## src/hdl/nec_ir_frame_decoder_core_macros.svh

```systemverilog
// ---------------------------------------------------------------------------
// nec_ir_frame_decoder_core_macros.svh
// Assertion macros for the infrared frame decoder.
// ---------------------------------------------------------------------------
`ifndef NEC_IR_FRAME_DECODER_CORE_MACROS_SVH
`define NEC_IR_FRAME_DECODER_CORE_MACROS_SVH

// condition must hold at every clock edge outside reset
`define NECDEC_ASSERT_ALWAYS(lbl, cond, msg) \
   lbl: assert property (@(posedge clock) disable iff (reset) (cond)) else $error(msg);

// when ante holds, cons must hold in the next cycle
`define NECDEC_ASSERT_NEXT(lbl, ante, cons, msg) \
   lbl: assert property (@(posedge clock) disable iff (reset) (ante) |=> (cons)) \
      else $error(msg);

`endif

```

## src/hdl/necdec_pkg.sv

```systemverilog
// ---------------------------------------------------------------------------
// necdec_pkg
// Shared types and timing windows of the infrared frame decoder.
// ---------------------------------------------------------------------------
package necdec_pkg;

   // field widths
   localparam int DUR_W  = 15;
   localparam int CMD_W  = 8;
   localparam int STAT_W = 3;

   // default depth of the symbol queue between front and back
   localparam int QUEUE_DEPTH = 4;

   // symbols in a full frame: leader plus 32 bits
   localparam logic [5:0] SYMS_PER_FRAME = 6'd33;

   // timing windows in microseconds, open bounds
   localparam logic [DUR_W-1:0] LDR_MARK_LO  = 15'd8000;
   localparam logic [DUR_W-1:0] LDR_MARK_HI  = 15'd10000;
   localparam logic [DUR_W-1:0] LDR_SPACE_LO = 15'd4000;
   localparam logic [DUR_W-1:0] LDR_SPACE_HI = 15'd5000;
   localparam logic [DUR_W-1:0] BIT_MARK_LO  = 15'd400;
   localparam logic [DUR_W-1:0] BIT_MARK_HI  = 15'd650;
   localparam logic [DUR_W-1:0] ONE_SPACE_LO = 15'd1500;
   localparam logic [DUR_W-1:0] ONE_SPACE_HI = 15'd1800;
   localparam logic [DUR_W-1:0] ZRO_SPACE_LO = 15'd450;
   localparam logic [DUR_W-1:0] ZRO_SPACE_HI = 15'd650;

   // byte check: command plus inverse
   localparam logic [CMD_W:0] CMD_SUM = 9'h0FF;

   // register indexes of the configuration port
   localparam logic REG_ADDRESS     = 1'b0;
   localparam logic REG_ADDRESS_INV = 1'b1;

   // how a symbol reads as a data bit
   typedef enum logic [1:0] {
      KIND_ZERO = 2'd0,
      KIND_ONE  = 2'd1,
      KIND_BAD  = 2'd2
   } bit_kind_type;

   // first fault seen in a frame
   typedef enum logic [1:0] {
      ERR_NONE   = 2'd0,
      ERR_LEADER = 2'd1,
      ERR_BIT    = 2'd2
   } frame_err_type;

   // result status
   typedef enum logic [STAT_W-1:0] {
      ST_OK     = 3'd0,
      ST_SHORT  = 3'd1,
      ST_LEADER = 3'd2,
      ST_BIT    = 3'd3,
      ST_CHECK  = 3'd4
   } status_type;

   // classified symbol as it travels through the queue
   typedef struct packed {
      logic         leader_ok;
      bit_kind_type kind;
      logic         last;
   } sym_class_type;

   // queue status toward the top level
   typedef struct packed {
      logic full;
      logic empty;
   } queue_stat_type;

   function automatic logic in_open(logic [DUR_W-1:0] v, logic [DUR_W-1:0] lo,
                                    logic [DUR_W-1:0] hi);
      return (v > lo) && (v < hi);
   endfunction

endpackage

```

## src/hdl/nec_ir_frame_decoder_core.sv

```systemverilog
// ---------------------------------------------------------------------------
// nec_ir_frame_decoder_core
// Infrared remote frame decoder: symbols in, command and status out.
// ---------------------------------------------------------------------------
// Channel   Dir  Moves                                   Handshake
// req_      in   one pulse symbol, tlast = frame end      tvalid/tready
// rsp_      out  command and status, one per frame end    tvalid/tready
// csr_      in   expected address and address inverse     APB, pready high
//
// One symbol per cycle sustained while the queue has room; the front
// classifies it as it is taken into a queue of DEPTH entries, and the back
// applies one entry per cycle unless a frame-end entry is stalled. A
// frame-end symbol is stored in the queue and then registered as the
// result. Reset clears the queue, frame state and result valid flag, not
// the result payload. rsp_tready low stalls only frame-end symbols in the
// back; the queue takes up to DEPTH symbols before req_tready drops.
// ---------------------------------------------------------------------------
`include "nec_ir_frame_decoder_core_macros.svh"

module nec_ir_frame_decoder_core
   import necdec_pkg::*;
#(
   parameter int DEPTH = QUEUE_DEPTH
)(
   input  logic        clock,
   input  logic        reset,
   // request channel
   input  logic        req_tvalid,
   output logic        req_tready,
   // [0] first_level, [15:1] first_duration, [16] second_level,
   // [31:17] second_duration
   input  logic [31:0] req_tdata,
   input  logic        req_tlast,
   // response channel
   output logic        rsp_tvalid,
   input  logic        rsp_tready,
   // [7:0] command, [10:8] status, [15:11] zero
   output logic [15:0] rsp_tdata,
   // configuration port
   input  logic        csr_psel,
   input  logic        csr_penable,
   input  logic        csr_pwrite,
   input  logic [2:0]  csr_paddr,
   input  logic [31:0] csr_pwdata,
   output logic [31:0] csr_prdata,
   output logic        csr_pready
);

   logic [CMD_W-1:0] exp_addr_ff,     exp_addr_in;
   logic [CMD_W-1:0] exp_addr_inv_ff, exp_addr_inv_in;
   logic             csr_wr;
   sym_class_type    front_class;
   sym_class_type    q_data;
   queue_stat_type   q_stat;
   logic             q_pop;
   logic [CMD_W-1:0] rsp_command;
   status_type       rsp_status;

   // configuration registers
   assign csr_pready = 1'b1;
   assign csr_wr     = csr_psel && csr_penable && csr_pwrite && csr_pready;

   always_comb begin
      exp_addr_in     = exp_addr_ff;
      exp_addr_inv_in = exp_addr_inv_ff;
      if (csr_wr) begin
         unique case (csr_paddr[2])
            REG_ADDRESS:     exp_addr_in     = csr_pwdata[CMD_W-1:0];
            REG_ADDRESS_INV: exp_addr_inv_in = csr_pwdata[CMD_W-1:0];
            default:         exp_addr_in     = exp_addr_ff;
         endcase
      end
   end

   always_ff @(posedge clock) begin
      if (reset) begin
         exp_addr_ff     <= 8'h00;
         exp_addr_inv_ff <= 8'hFF;
      end else begin
         exp_addr_ff     <= exp_addr_in;
         exp_addr_inv_ff <= exp_addr_inv_in;
      end
   end

   assign csr_prdata = (csr_paddr[2] == REG_ADDRESS_INV) ?
                       {24'h0, exp_addr_inv_ff} : {24'h0, exp_addr_ff};

   // front: classify the incoming symbol
   necdec_front u_front (
      .first_level     (req_tdata[0]),
      .first_duration  (req_tdata[15:1]),
      .second_level    (req_tdata[16]),
      .second_duration (req_tdata[31:17]),
      .frame_end       (req_tlast),
      .sym_class       (front_class)
   );

   assign req_tready = !q_stat.full;

   necdec_queue #(
      .DEPTH (DEPTH)
   ) u_queue (
      .clock     (clock),
      .reset     (reset),
      .push      (req_tvalid),
      .push_data (front_class),
      .pop       (q_pop),
      .pop_data  (q_data),
      .stat      (q_stat)
   );

   // back: frame state and result
   necdec_back u_back (
      .clock        (clock),
      .reset        (reset),
      .q_valid      (!q_stat.empty),
      .q_data       (q_data),
      .q_pop        (q_pop),
      .exp_addr     (exp_addr_ff),
      .exp_addr_inv (exp_addr_inv_ff),
      .rsp_valid    (rsp_tvalid),
      .rsp_ready    (rsp_tready),
      .rsp_command  (rsp_command),
      .rsp_status   (rsp_status)
   );

   assign rsp_tdata = {5'b0, rsp_status, rsp_command};

   // checks
   `NECDEC_ASSERT_ALWAYS(a_cmd_zero_on_fail, !rsp_tvalid || rsp_status == ST_OK || rsp_command == 8'h00, "command set on a failed frame")
   `NECDEC_ASSERT_ALWAYS(a_status_range, !rsp_tvalid || rsp_status <= ST_CHECK, "status code out of range")
   `NECDEC_ASSERT_ALWAYS(a_queue_flags, !(q_stat.full && q_stat.empty), "queue both full and empty")
   `NECDEC_ASSERT_NEXT(a_push_lands, req_tvalid && req_tready, !q_stat.empty, "accepted request not queued")

endmodule

```

## src/hdl/necdec_front.sv

```systemverilog
// ---------------------------------------------------------------------------
// necdec_front
// Classifies one received symbol as leader and as data bit.
// ---------------------------------------------------------------------------
module necdec_front
   import necdec_pkg::*;
(
   input  logic             first_level,
   input  logic [DUR_W-1:0] first_duration,
   input  logic             second_level,
   input  logic [DUR_W-1:0] second_duration,
   input  logic             frame_end,
   output sym_class_type    sym_class
);

   logic bit_mark_ok;

   // mark low then space high is common to every bit symbol
   assign bit_mark_ok = !first_level && second_level &&
                        in_open(first_duration, BIT_MARK_LO, BIT_MARK_HI);

   always_comb begin
      sym_class.last      = frame_end;
      sym_class.leader_ok = !first_level && second_level &&
                            in_open(first_duration, LDR_MARK_LO, LDR_MARK_HI) &&
                            in_open(second_duration, LDR_SPACE_LO, LDR_SPACE_HI);
      // long space is a one, short space a zero
      priority if (!bit_mark_ok) begin
         sym_class.kind = KIND_BAD;
      end else if (in_open(second_duration, ONE_SPACE_LO, ONE_SPACE_HI)) begin
         sym_class.kind = KIND_ONE;
      end else if (in_open(second_duration, ZRO_SPACE_LO, ZRO_SPACE_HI)) begin
         sym_class.kind = KIND_ZERO;
      end else begin
         sym_class.kind = KIND_BAD;
      end
   end

endmodule

```

## src/hdl/necdec_queue.sv

```systemverilog
// ---------------------------------------------------------------------------
// necdec_queue
// Short queue of classified symbols between front and back.
// ---------------------------------------------------------------------------
module necdec_queue
   import necdec_pkg::*;
#(
   parameter int DEPTH = QUEUE_DEPTH
)(
   input  logic           clock,
   input  logic           reset,
   input  logic           push,
   input  sym_class_type  push_data,
   input  logic           pop,
   output sym_class_type  pop_data,
   output queue_stat_type stat
);

   localparam int AW = (DEPTH > 1) ? $clog2(DEPTH) : 1;
   localparam int CW = $clog2(DEPTH + 1);
   localparam logic [AW-1:0] LAST_PTR = AW'(DEPTH - 1);
   localparam logic [CW-1:0] FULL_CNT = CW'(DEPTH);

   sym_class_type slot_ff [DEPTH];
   logic [AW-1:0] wr_ptr_ff, wr_ptr_in;
   logic [AW-1:0] rd_ptr_ff, rd_ptr_in;
   logic [CW-1:0] count_ff,  count_in;
   logic          do_push, do_pop;

   assign stat.full  = (count_ff == FULL_CNT);
   assign stat.empty = (count_ff == '0);
   assign do_push    = push && !stat.full;
   assign do_pop     = pop && !stat.empty;
   assign pop_data   = slot_ff[rd_ptr_ff];

   // pointer and fill bookkeeping
   always_comb begin
      wr_ptr_in = wr_ptr_ff;
      rd_ptr_in = rd_ptr_ff;
      count_in  = count_ff;
      if (do_push) begin
         wr_ptr_in = (wr_ptr_ff == LAST_PTR) ? '0 : wr_ptr_ff + 1'b1;
      end
      if (do_pop) begin
         rd_ptr_in = (rd_ptr_ff == LAST_PTR) ? '0 : rd_ptr_ff + 1'b1;
      end
      if (do_push && !do_pop) begin
         count_in = count_ff + 1'b1;
      end else if (do_pop && !do_push) begin
         count_in = count_ff - 1'b1;
      end
   end

   always_ff @(posedge clock) begin
      if (reset) begin
         wr_ptr_ff <= '0;
         rd_ptr_ff <= '0;
         count_ff  <= '0;
      end else begin
         wr_ptr_ff <= wr_ptr_in;
         rd_ptr_ff <= rd_ptr_in;
         count_ff  <= count_in;
      end
   end

   // storage
   always_ff @(posedge clock) begin
      if (do_push) begin
         slot_ff[wr_ptr_ff] <= push_data;
      end
   end

endmodule

```

## src/hdl/necdec_back.sv

```systemverilog
// ---------------------------------------------------------------------------
// necdec_back
// Frame state, bit assembly, byte check and the result register.
// ---------------------------------------------------------------------------
module necdec_back
   import necdec_pkg::*;
(
   input  logic             clock,
   input  logic             reset,
   input  logic             q_valid,
   input  sym_class_type    q_data,
   output logic             q_pop,
   input  logic [CMD_W-1:0] exp_addr,
   input  logic [CMD_W-1:0] exp_addr_inv,
   output logic             rsp_valid,
   input  logic             rsp_ready,
   output logic [CMD_W-1:0] rsp_command,
   output status_type       rsp_status
);

   logic [5:0]       count_ff, count_in;
   logic [31:0]      shift_ff, shift_in;
   frame_err_type    err_ff,   err_in;
   logic             valid_ff, valid_in;
   logic [CMD_W-1:0] cmd_ff,   cmd_in;
   status_type       stat_ff,  stat_in;
   logic             out_free;
   logic             active;
   logic [CMD_W-1:0] b0, b1, b2, b3;

   // a frame end needs the result register; other symbols never wait
   assign out_free = !valid_ff || rsp_ready;
   assign q_pop    = q_valid && (!q_data.last || out_free);
   assign active   = (count_ff < SYMS_PER_FRAME) && (err_ff == ERR_NONE);

   // symbol step: leader check, bit shift, first fault
   always_comb begin
      err_in   = err_ff;
      shift_in = shift_ff;
      count_in = count_ff;
      if (q_pop) begin
         if (active) begin
            if (count_ff == '0) begin
               if (!q_data.leader_ok) begin
                  err_in = ERR_LEADER;
               end
            end else begin
               unique case (q_data.kind)
                  KIND_ONE:  shift_in = {1'b1, shift_ff[31:1]};
                  KIND_ZERO: shift_in = {1'b0, shift_ff[31:1]};
                  default:   err_in   = ERR_BIT;
               endcase
            end
         end
         if (count_ff < SYMS_PER_FRAME) begin
            count_in = count_ff + 1'b1;
         end
      end
   end

   assign b0 = shift_in[7:0];
   assign b1 = shift_in[15:8];
   assign b2 = shift_in[23:16];
   assign b3 = shift_in[31:24];

   // result at frame end
   always_comb begin
      cmd_in  = cmd_ff;
      stat_in = stat_ff;
      if (q_pop && q_data.last) begin
         cmd_in = '0;
         priority if (count_in < SYMS_PER_FRAME) begin
            stat_in = ST_SHORT;
         end else if (err_in == ERR_LEADER) begin
            stat_in = ST_LEADER;
         end else if (err_in != ERR_NONE) begin
            stat_in = ST_BIT;
         end else if (b0 == exp_addr && b1 == exp_addr_inv &&
                      ({1'b0, b2} + {1'b0, b3}) == CMD_SUM) begin
            stat_in = ST_OK;
            cmd_in  = b2;
         end else begin
            stat_in = ST_CHECK;
         end
      end
   end

   always_comb begin
      if (q_pop && q_data.last) begin
         valid_in = 1'b1;
      end else if (rsp_ready) begin
         valid_in = 1'b0;
      end else begin
         valid_in = valid_ff;
      end
   end

   // control state; a frame end clears the frame
   always_ff @(posedge clock) begin
      if (reset) begin
         count_ff <= '0;
         shift_ff <= '0;
         err_ff   <= ERR_NONE;
         valid_ff <= 1'b0;
      end else begin
         valid_ff <= valid_in;
         if (q_pop && q_data.last) begin
            count_ff <= '0;
            shift_ff <= '0;
            err_ff   <= ERR_NONE;
         end else begin
            count_ff <= count_in;
            shift_ff <= shift_in;
            err_ff   <= err_in;
         end
      end
   end

   // result payload
   always_ff @(posedge clock) begin
      cmd_ff  <= cmd_in;
      stat_ff <= stat_in;
   end

   assign rsp_valid   = valid_ff;
   assign rsp_command = cmd_ff;
   assign rsp_status  = stat_ff;

endmodule
```

## config.mk

```make
export PLATFORM = sky130hd
export DESIGN_NAME = nec_ir_frame_decoder_core
export DESIGN_NICKNAME = d
export VERILOG_FILES = /design/src/hdl/necdec_pkg.sv /design/src/hdl/nec_ir_frame_decoder_core.sv /design/src/hdl/necdec_front.sv /design/src/hdl/necdec_queue.sv /design/src/hdl/necdec_back.sv
export VERILOG_INCLUDE_DIRS = /design/src /design/src/hdl
export SDC_FILE = /design/constraint.sdc
export NUM_CORES = 1
export LEC_CHECK = 0
export BUFFER_PORTS_ARGS = -buffer_cell sky130_fd_sc_hd__buf_2
export CAP_MARGIN = 20
export CORE_ASPECT_RATIO = 1.75
export CORE_MARGIN = 3
export CORE_UTILIZATION = 45
export DETAILED_ROUTE_END_ITERATION = 10
export PLACE_DENSITY = 0.73
export SKIP_CTS_REPAIR_TIMING = 1
export SLEW_MARGIN = 15
export SYNTH_ARGS = -nofsm -noshare
export SYNTH_HDL_FRONTEND = slang
export SYNTH_SLANG_ARGS = --single-unit
export TNS_END_PERCENT = 5
```

## constraint.sdc

```tcl
create_clock -name clock -period 6.5 [get_ports clock]
set_clock_uncertainty 0.2 [all_clocks]
set_input_delay 1.95 -clock clock [delete_from_list [all_inputs] [get_ports clock]]
set_output_delay 1.95 -clock clock [all_outputs]
set_load 0.02 [all_outputs]
```

==> impl_metrics.yaml, run 1 <==
placed_design:
  placement.io_buffers: 69
  worst_setup_slack_post_dpl_ns: 0.717
  final_replace_weighted_congestion: 0.980
  hpwlAfterDp_microns: 8160
pwr:
  cell_int_power_mw: 1.14
  total_switching_power_uw: 559
  power.sequential.fraction: 0.425
  comb_power_share: 0.270
  powerDensity_nw_per_um2: 306
  power.share.switching: 0.329
  peakVddDrop_v: 0.000185
  clock_power_share: 0.305
  leakage_nw: 2.32
timing:
  max_freq_mhz: 183
  finalMaxSlewViolations: 0
  setup-tns-final_ns: 0
  worst-slew-pin-transition_ns: 1.04
  setup-violations-final: 0
  hold_viol: 0
  rsz0062_at_grt: "false"
  final_period_minus_worst_setup_slack_ns: 5.46
  final_min_period_over_clock_period: 0.839
  worst_slack_ns: 1.04
  max-slew-margin-rel: 0.302
route:
  drt-vias-per-instance: 5.39
  drt-total-wl_microns: 10700
  route.detailed.wl_per_inst_microns: 14.5
  detailedRoute.firstIterationViolations: 191
  detailedRoute.firstPassIterationCount: 4
  antenna_left: 0
  number_of_drc_violations_after_detailed_routing: 0
  detailroute.via_count: 3992
setup_path:
  cp_data_arrival_time_ns: 5.36
  crit_slowest_cell: "sky130_fd_sc_hd__or3_4"
  ordered_cell_list_for_the_critical_path: "buf_2, or3b_1, o221ai_2, buf_4, or3_4, mux2i_1, inv_1, ha_1, fa_1, xor2_1, nand4b_1, nor3_1, o221ai_4, o21ba_2"
  worstSetupPathType: "in2reg"
  rr_worst_depth: 12
  rrSetupSlack_ns: 2.01
  worstSetupStartpointType: "primary input"
  regToRegEndpoint: "u_back.rsp_status[2]"
  slowest_delay_ns: 0.39
  maximum_net_fanout_on_the_critical_path: 29
  setup.worst_path.end_class: "flop"
  critical_path_required_ns: 6.40
die:
  rows: 50
  floorplan.initialDensity: 0.463
  io_pins: 126
  die_w_microns: 85.5
  floorplan.core_area_sq_um: 10800
  die-height_microns: 145
  design.die.area_sq_um: 12400
cts:
  root_buffer: "sky130_fd_sc_hd__clkbuf_16"
  worst_setup_hold_path_clk_slew_ns: 0.06
  insertion_delay_ns: 0.35
  cts_made_buffers: 9
  cts.htree.levels: 3
  clock-sinks: 93
  cts_tree: "done"
  clock_path_buffers: 2
min_path:
  worst_hold_endpoint: "exp_addr_ff[3]"
  hold_path_class: "reg2reg"
  hold_path_depth: 2
  holdCritStartpoint: "exp_addr_ff[3]"
global_routing:
  grt_max_degree: 41
  vias_in_the_first_global_route: 3946
  global_route.overflow_total: 0
  grt_antenna_before_repair: 0
  groute.usage.overall: 0.178
  wire_length_of_the_first_global_routing_pass_microns: 17900
layout:
  insertedDiodeCount: 0
  drive_above_1_share: 0.170
  fin_util: 0.517
  layout_commonest_cell: "sky130_fd_sc_hd__nand2_1"
  layout_common_cells: "sky130_fd_sc_hd__nand2_1, sky130_fd_sc_hd__buf_2, sky130_fd_sc_hd__dfxtp_1, sky130_fd_sc_hd__a21oi_1, sky130_fd_sc_hd__nor2_1"
  layout.nets: 699
  layout.filler_cells: 1012
  syn2layout_area_growth_pct: 11.7
logic_synthesis:
  dominantRegCellSynth: "sky130_fd_sc_hd__dfxtp_1"
  ys_ff_latch: 93
  postSynth.asyncResetShare: 0
  synth_area_per_cell_sq_um: 9.12
  synth_enable_flop_cells: 27
  syn-cell-area_sq_um: 4980
  netlist_instances: 546
  yosys_cell_types: 56
  yosysWarnings: 0
  synth_sequential_area_ratio: 0.428
job:
  drv_cap: 0
run_status:
  status: "complete, no violations"
[final cells by class]
type,count,area (sq um),area share
well taps,130,163,0.0293
repair buffers,71,360,0.0648
clock inverters,6,61.3,0.0110
multi-input cells,400,2500,0.450
clock buffers,10,229,0.0412
inverters,30,113,0.0203
flip-flops and latches,93,2130,0.383
[how the worst max path moves through the flow]
stage / start / to
6_report: rsp_tready / u_back.rsp_status[2]
4_1_cts: rsp_tready / u_back.rsp_status[2]
3_5_place_dp: rsp_tready / u_back.rsp_status[2]
3_3_place_gp: rsp_tready / u_back.rsp_status[2]
5_1_grt: rsp_tready / u_back.rsp_command[6]
2_1_floorplan: rsp_tready / u_back.rsp_status[2]
[cells by family after synthesis]
family | after synthesis | synth area share
xor gates and xnor gates | 32 | 0.0563
DFF | 93 | 0.428
AOI/OAI and AO/OA | 93 | 0.125
adders and majority gates | 19 | 0.0508
muxes | 24 | 0.0576
buffers and inverters | 81 | 0.0902
other | 2 | 0.00151
and+or+nand+nor | 202 | 0.191
[stage by stage]
| step | power (mW) | hold WS (ns) | std cells | area (sq um) |
|---|---|---|---|---|
| 2_1_floorplan | 1.09 | 0.249 | 574 | 5080 |
| 3_3_place_gp | 1.17 | 0.262 | 724 | 5270 |
| 4_1_cts | 1.71 | 0.278 | 740 | 5560 |
| 5_1_grt | 1.78 | 0.300 | 740 | 5560 |
| 6_report | 1.70 | 0.277 | 740 | 5560 |
| 3_5_place_dp | 1.19 | 0.269 | 724 | 5270 |
[routing by layer]
layer,up-vias,part of all wire,global-route usage
met5,-,0,0
met4,0,0.039,0.0911
met3,35,0.048,0.0369
met2,134,0.55,0.328
met1,1861,0.36,0.183
li1,1962,-,-
[worst max-delay path, delay by kind of cell]
family	cells	cell delay (ns)
multiplexers	1	0.33
adder cells (fa/ha/maj)	2	0.59
XOR/XNOR	1	0.14
AO/OA/AOI/OAI	3	0.66
buffers and inverters	3	0.44
AND/OR/NAND/NOR	4	1.24
[cell usage after synthesis (all sizes together), types with 4 or more instances]
cell | n | area [sq um]
a21oi | 44 | 220
or3 | 4 | 30.0
a31oi | 4 | 25.0
nand3 | 8 | 40.0
ha | 17 | 213
mux2 | 7 | 78.8
nor4 | 15 | 93.8
and3 | 6 | 37.5
clkbuf | 13 | 48.8
o21ai | 11 | 55.1
edfxtp | 27 | 811
nand3b | 4 | 30.0
nand4 | 7 | 43.8
buf | 38 | 288
o221ai | 5 | 73.8
mux2i | 14 | 140
a211o | 7 | 61.3
nor2 | 41 | 154
nand2 | 91 | 342
xnor2 | 17 | 149
xor2 | 15 | 131
inv | 30 | 113
dfxtp | 66 | 1320
nor3 | 8 | 45.0
[power groups by stage]
stage	Sequential, mW	Combinational (mW)	Clock [mW]
2_1_floorplan	0.758	0.332	0
3_3_place_gp	0.731	0.442	0
3_5_place_dp	0.735	0.458	0
4_1_cts	0.723	0.461	0.530
5_1_grt	0.732	0.506	0.545
6_report	0.722	0.459	0.519
[sequential cells by signal (all words and copies together) (netlist names), 2 cells and up, named ones only]
signal,cells
u_back.shift_ff,32
u_queue.slot_ff,16
u_back.err_ff,2
u_queue.wr_ptr_ff,2
u_queue.count_ff,3
exp_addr_ff,8
exp_addr_inv_ff,8
u_back.rsp_status,3
u_back.rsp_command,8
u_back.count_ff,6
u_queue.rd_ptr_ff,2
Note: power is estimated with default switching activity, not from simulation.
==> run 2, diff against run 1 <==
==> constraint.sdc (replaced) <==
create_clock -name clock -period 5.4 [get_ports clock]
set_clock_uncertainty 0.2 [all_clocks]
set_input_delay 1.62 -clock clock [delete_from_list [all_inputs] [get_ports clock]]
set_output_delay 1.62 -clock clock [all_outputs]
set_load 0.02 [all_outputs]
==> run 2 against run 1 <==
Effect of this change:
- non-clock buffer count up 3
- combinational power up 23%
- design area increased by 0.27%
- sequential power is 20% higher
- global-route usage fell by 0.076 points
- largest cell class unchanged
- wire length about the same
- register-to-register slack got worse by 1.0 ns
- sequential share of layout area decreased by 0.10 points
- via count is 0.95% lower
- total power grew 19%
- critical path depth decreased by 1
==> impl_metrics.yaml, run 2 (same netlist as run 1, synthesis figures left out) <==
die:
  floorplan.core_area_sq_um: 10800
  die-height_microns: 145
  floorplan.initialDensity: 0.463
  io_pins: 126
  rows: 50
  die_w_microns: 85.5
  design.die.area_sq_um: 12400
timing:
  hold_viol: 0
  setup-violations-final: 0
  max-slew-margin-rel: 0.453
  max_freq_mhz: 207
  final_min_period_over_clock_period: 0.896
  final_period_minus_worst_setup_slack_ns: 4.84
  worst-slew-pin-transition_ns: 0.817
  rsz0062_at_grt: "false"
  finalMaxSlewViolations: 0
  setup-tns-final_ns: 0
setup_path:
  rr_worst_depth: 12
  worstSetupStartpointType: "primary input"
  cp_data_arrival_time_ns: 4.78
  setup.worst_path.end_class: "flop"
  path_delay_family: "simple AND/OR/NAND/NOR gates"
  maximum_net_fanout_on_the_critical_path: 9
  slowest_delay_ns: 0.38
  worstSetupPathType: "in2reg"
  rrSetupSlack_ns: 0.98
  timing.critical_path.buf_inv: 2
  ordered_cell_list_for_the_critical_path: "buf_2, or3b_1, o221ai_2, or3_4, mux2i_1, inv_1, ha_1, fa_1, xor2_1, nand4b_1, nor3_1, o221ai_4, nor4_1"
  regToRegEndpoint: "u_back.rsp_command[1]"
  startpoint: "rsp_tready"
  critical_path_required_ns: 5.34
  crit_slowest_cell: "sky130_fd_sc_hd__fa_1"
min_path:
  hold_path_depth: 2
  hold_path_class: "reg2reg"
  worst_hold_endpoint: "u_back.shift_ff[30]"
  holdCritStartpoint: "u_back.shift_ff[31]"
cts:
  cts_made_buffers: 9
  root_buffer: "sky130_fd_sc_hd__clkbuf_16"
  clock-sinks: 93
  worst_setup_hold_path_clk_slew_ns: 0.07
  cts_tree: "done"
  cts.htree.levels: 3
  insertion_delay_ns: 0.34
  clock_path_buffers: 2
pwr:
  cell_int_power_mw: 1.36
  finalPower_mw: 2.03
  comb_power_share: 0.278
  clock_power_share: 0.294
  powerDensity_nw_per_um2: 364
  power.sequential.fraction: 0.428
  leakage_nw: 2.33
  power.share.switching: 0.328
  total_switching_power_uw: 667
  peakVddDrop_v: 0.000201
route:
  drt-total-wl_microns: 10700
  route.detailed.wl_per_inst_microns: 14.4
  number_of_drc_violations_after_detailed_routing: 0
  detailedRoute.firstPassIterationCount: 5
  detailroute.via_count: 3954
  detailedRoute.firstIterationViolations: 220
  antenna_left: 0
  drt-vias-per-instance: 5.32
placed_design:
  placement.io_buffers: 69
  hpwlAfterDp_microns: 8310
  final_replace_weighted_congestion: 0.919
layout:
  insertedDiodeCount: 0
  drive_above_1_share: 0.171
  layout_commonest_cell: "sky130_fd_sc_hd__nand2_1"
  layout_top_registers: "u_back.shift_ff x32, u_queue.slot_ff x16"
  layout.nets: 702
  syn2layout_area_growth_pct: 12.0
  max_flop_register: "u_back.shift_ff"
  layout_common_cells: "sky130_fd_sc_hd__nand2_1, sky130_fd_sc_hd__buf_2, sky130_fd_sc_hd__dfxtp_1, sky130_fd_sc_hd__a21oi_1, sky130_fd_sc_hd__nor2_1"
  largest_register_ffs: 32
global_routing:
  vias_in_the_first_global_route: 3992
  wire_length_of_the_first_global_routing_pass_microns: 17900
  groute.usage.overall: 0.177
  grt_antenna_before_repair: 0
  grt_max_degree: 41
  global_route.overflow_total: 0
job:
  drv_cap: 0
run_status:
  status: "complete, no violations"
## run 2: cell types whose count changed in the layout (fill, tap and decap cells not counted)
cell | previous run | this run
sky130_fd_sc_hd__buf_4 | 2 | 5
sky130_fd_sc_hd__clkbuf_16 | 9 | 10
sky130_fd_sc_hd__bufinv_16 | 1 | 0
sky130_fd_sc_hd__clkinv_4 | 0 | 1
sky130_fd_sc_hd__clkbuf_1 | 1 | 3
sky130_fd_sc_hd__inv_6 | 1 | 0
sky130_fd_sc_hd__clkinv_2 | 3 | 1
## run 2: worst reg2reg max path, delay by kind of cell (launching register included)
kind | cells | cell delay, ns
adder cells (fa/ha/maj) | 2 | 0.60
XOR/XNOR | 1 | 0.15
flip-flops | 1 | 0.50
buffers and inverters | 1 | 0.13
multiplexers | 2 | 0.89
AO/OA/AOI/OAI | 2 | 0.60
AND/OR/NAND/NOR | 4 | 1.16
## run 2: area by class of cell
class / instances / area (sq um)
clock buffers: 13 / 262
clock inverters: 3 / 21.3
fillers: 1018 / 5180
inverters: 30 / 113
multi-input cells: 400 / 2500
flip-flops and latches: 93 / 2130
well taps: 130 / 163
repair buffers: 74 / 383
## run 2: metal layers
layer	share of wire	global-route usage
met2	0.54	0.324
met3	0.039	0.0341
met1	0.38	0.185
met4	0.036	0.0951
met5	0	0
## run 2: power by group through the flow
stage               Sequential (mW)  Clock (mW)  Combinational (mW)
detailed placement            0.885           0               0.562
global placement              0.878           0               0.539
CTS                           0.870       0.606               0.565
floorplan                     0.912           0               0.400
global route                  0.880       0.632               0.619
finish                        0.869       0.598               0.564
## run 2: worst max path at each step
stage	depth (start not counted)	endpoint
global route	13	u_back.rsp_command[1]
global placement	13	u_back.rsp_status[2]
CTS	13	u_back.rsp_command[6]
floorplan	14	u_back.rsp_status[2]
detailed placement	13	u_back.rsp_command[6]
finish	13	u_back.rsp_command[1]
## run 2: per-stage QoR
stage / cells / worst slack, ns / utilization / area [sq um] / hold WS, ns
after global routing: 743 / 0.307 / 0.518 / 5580 / 0.309
after CTS: 743 / 0.580 / 0.518 / 5580 / 0.283
after detailed placement: 727 / 0.258 / 0.492 / 5290 / 0.272
after floorplan: 574 / 0.563 / - / 5080 / 0.249
after global placement: 727 / 0.358 / 0.492 / 5290 / 0.262
final: 743 / 0.563 / 0.518 / 5580 / 0.281
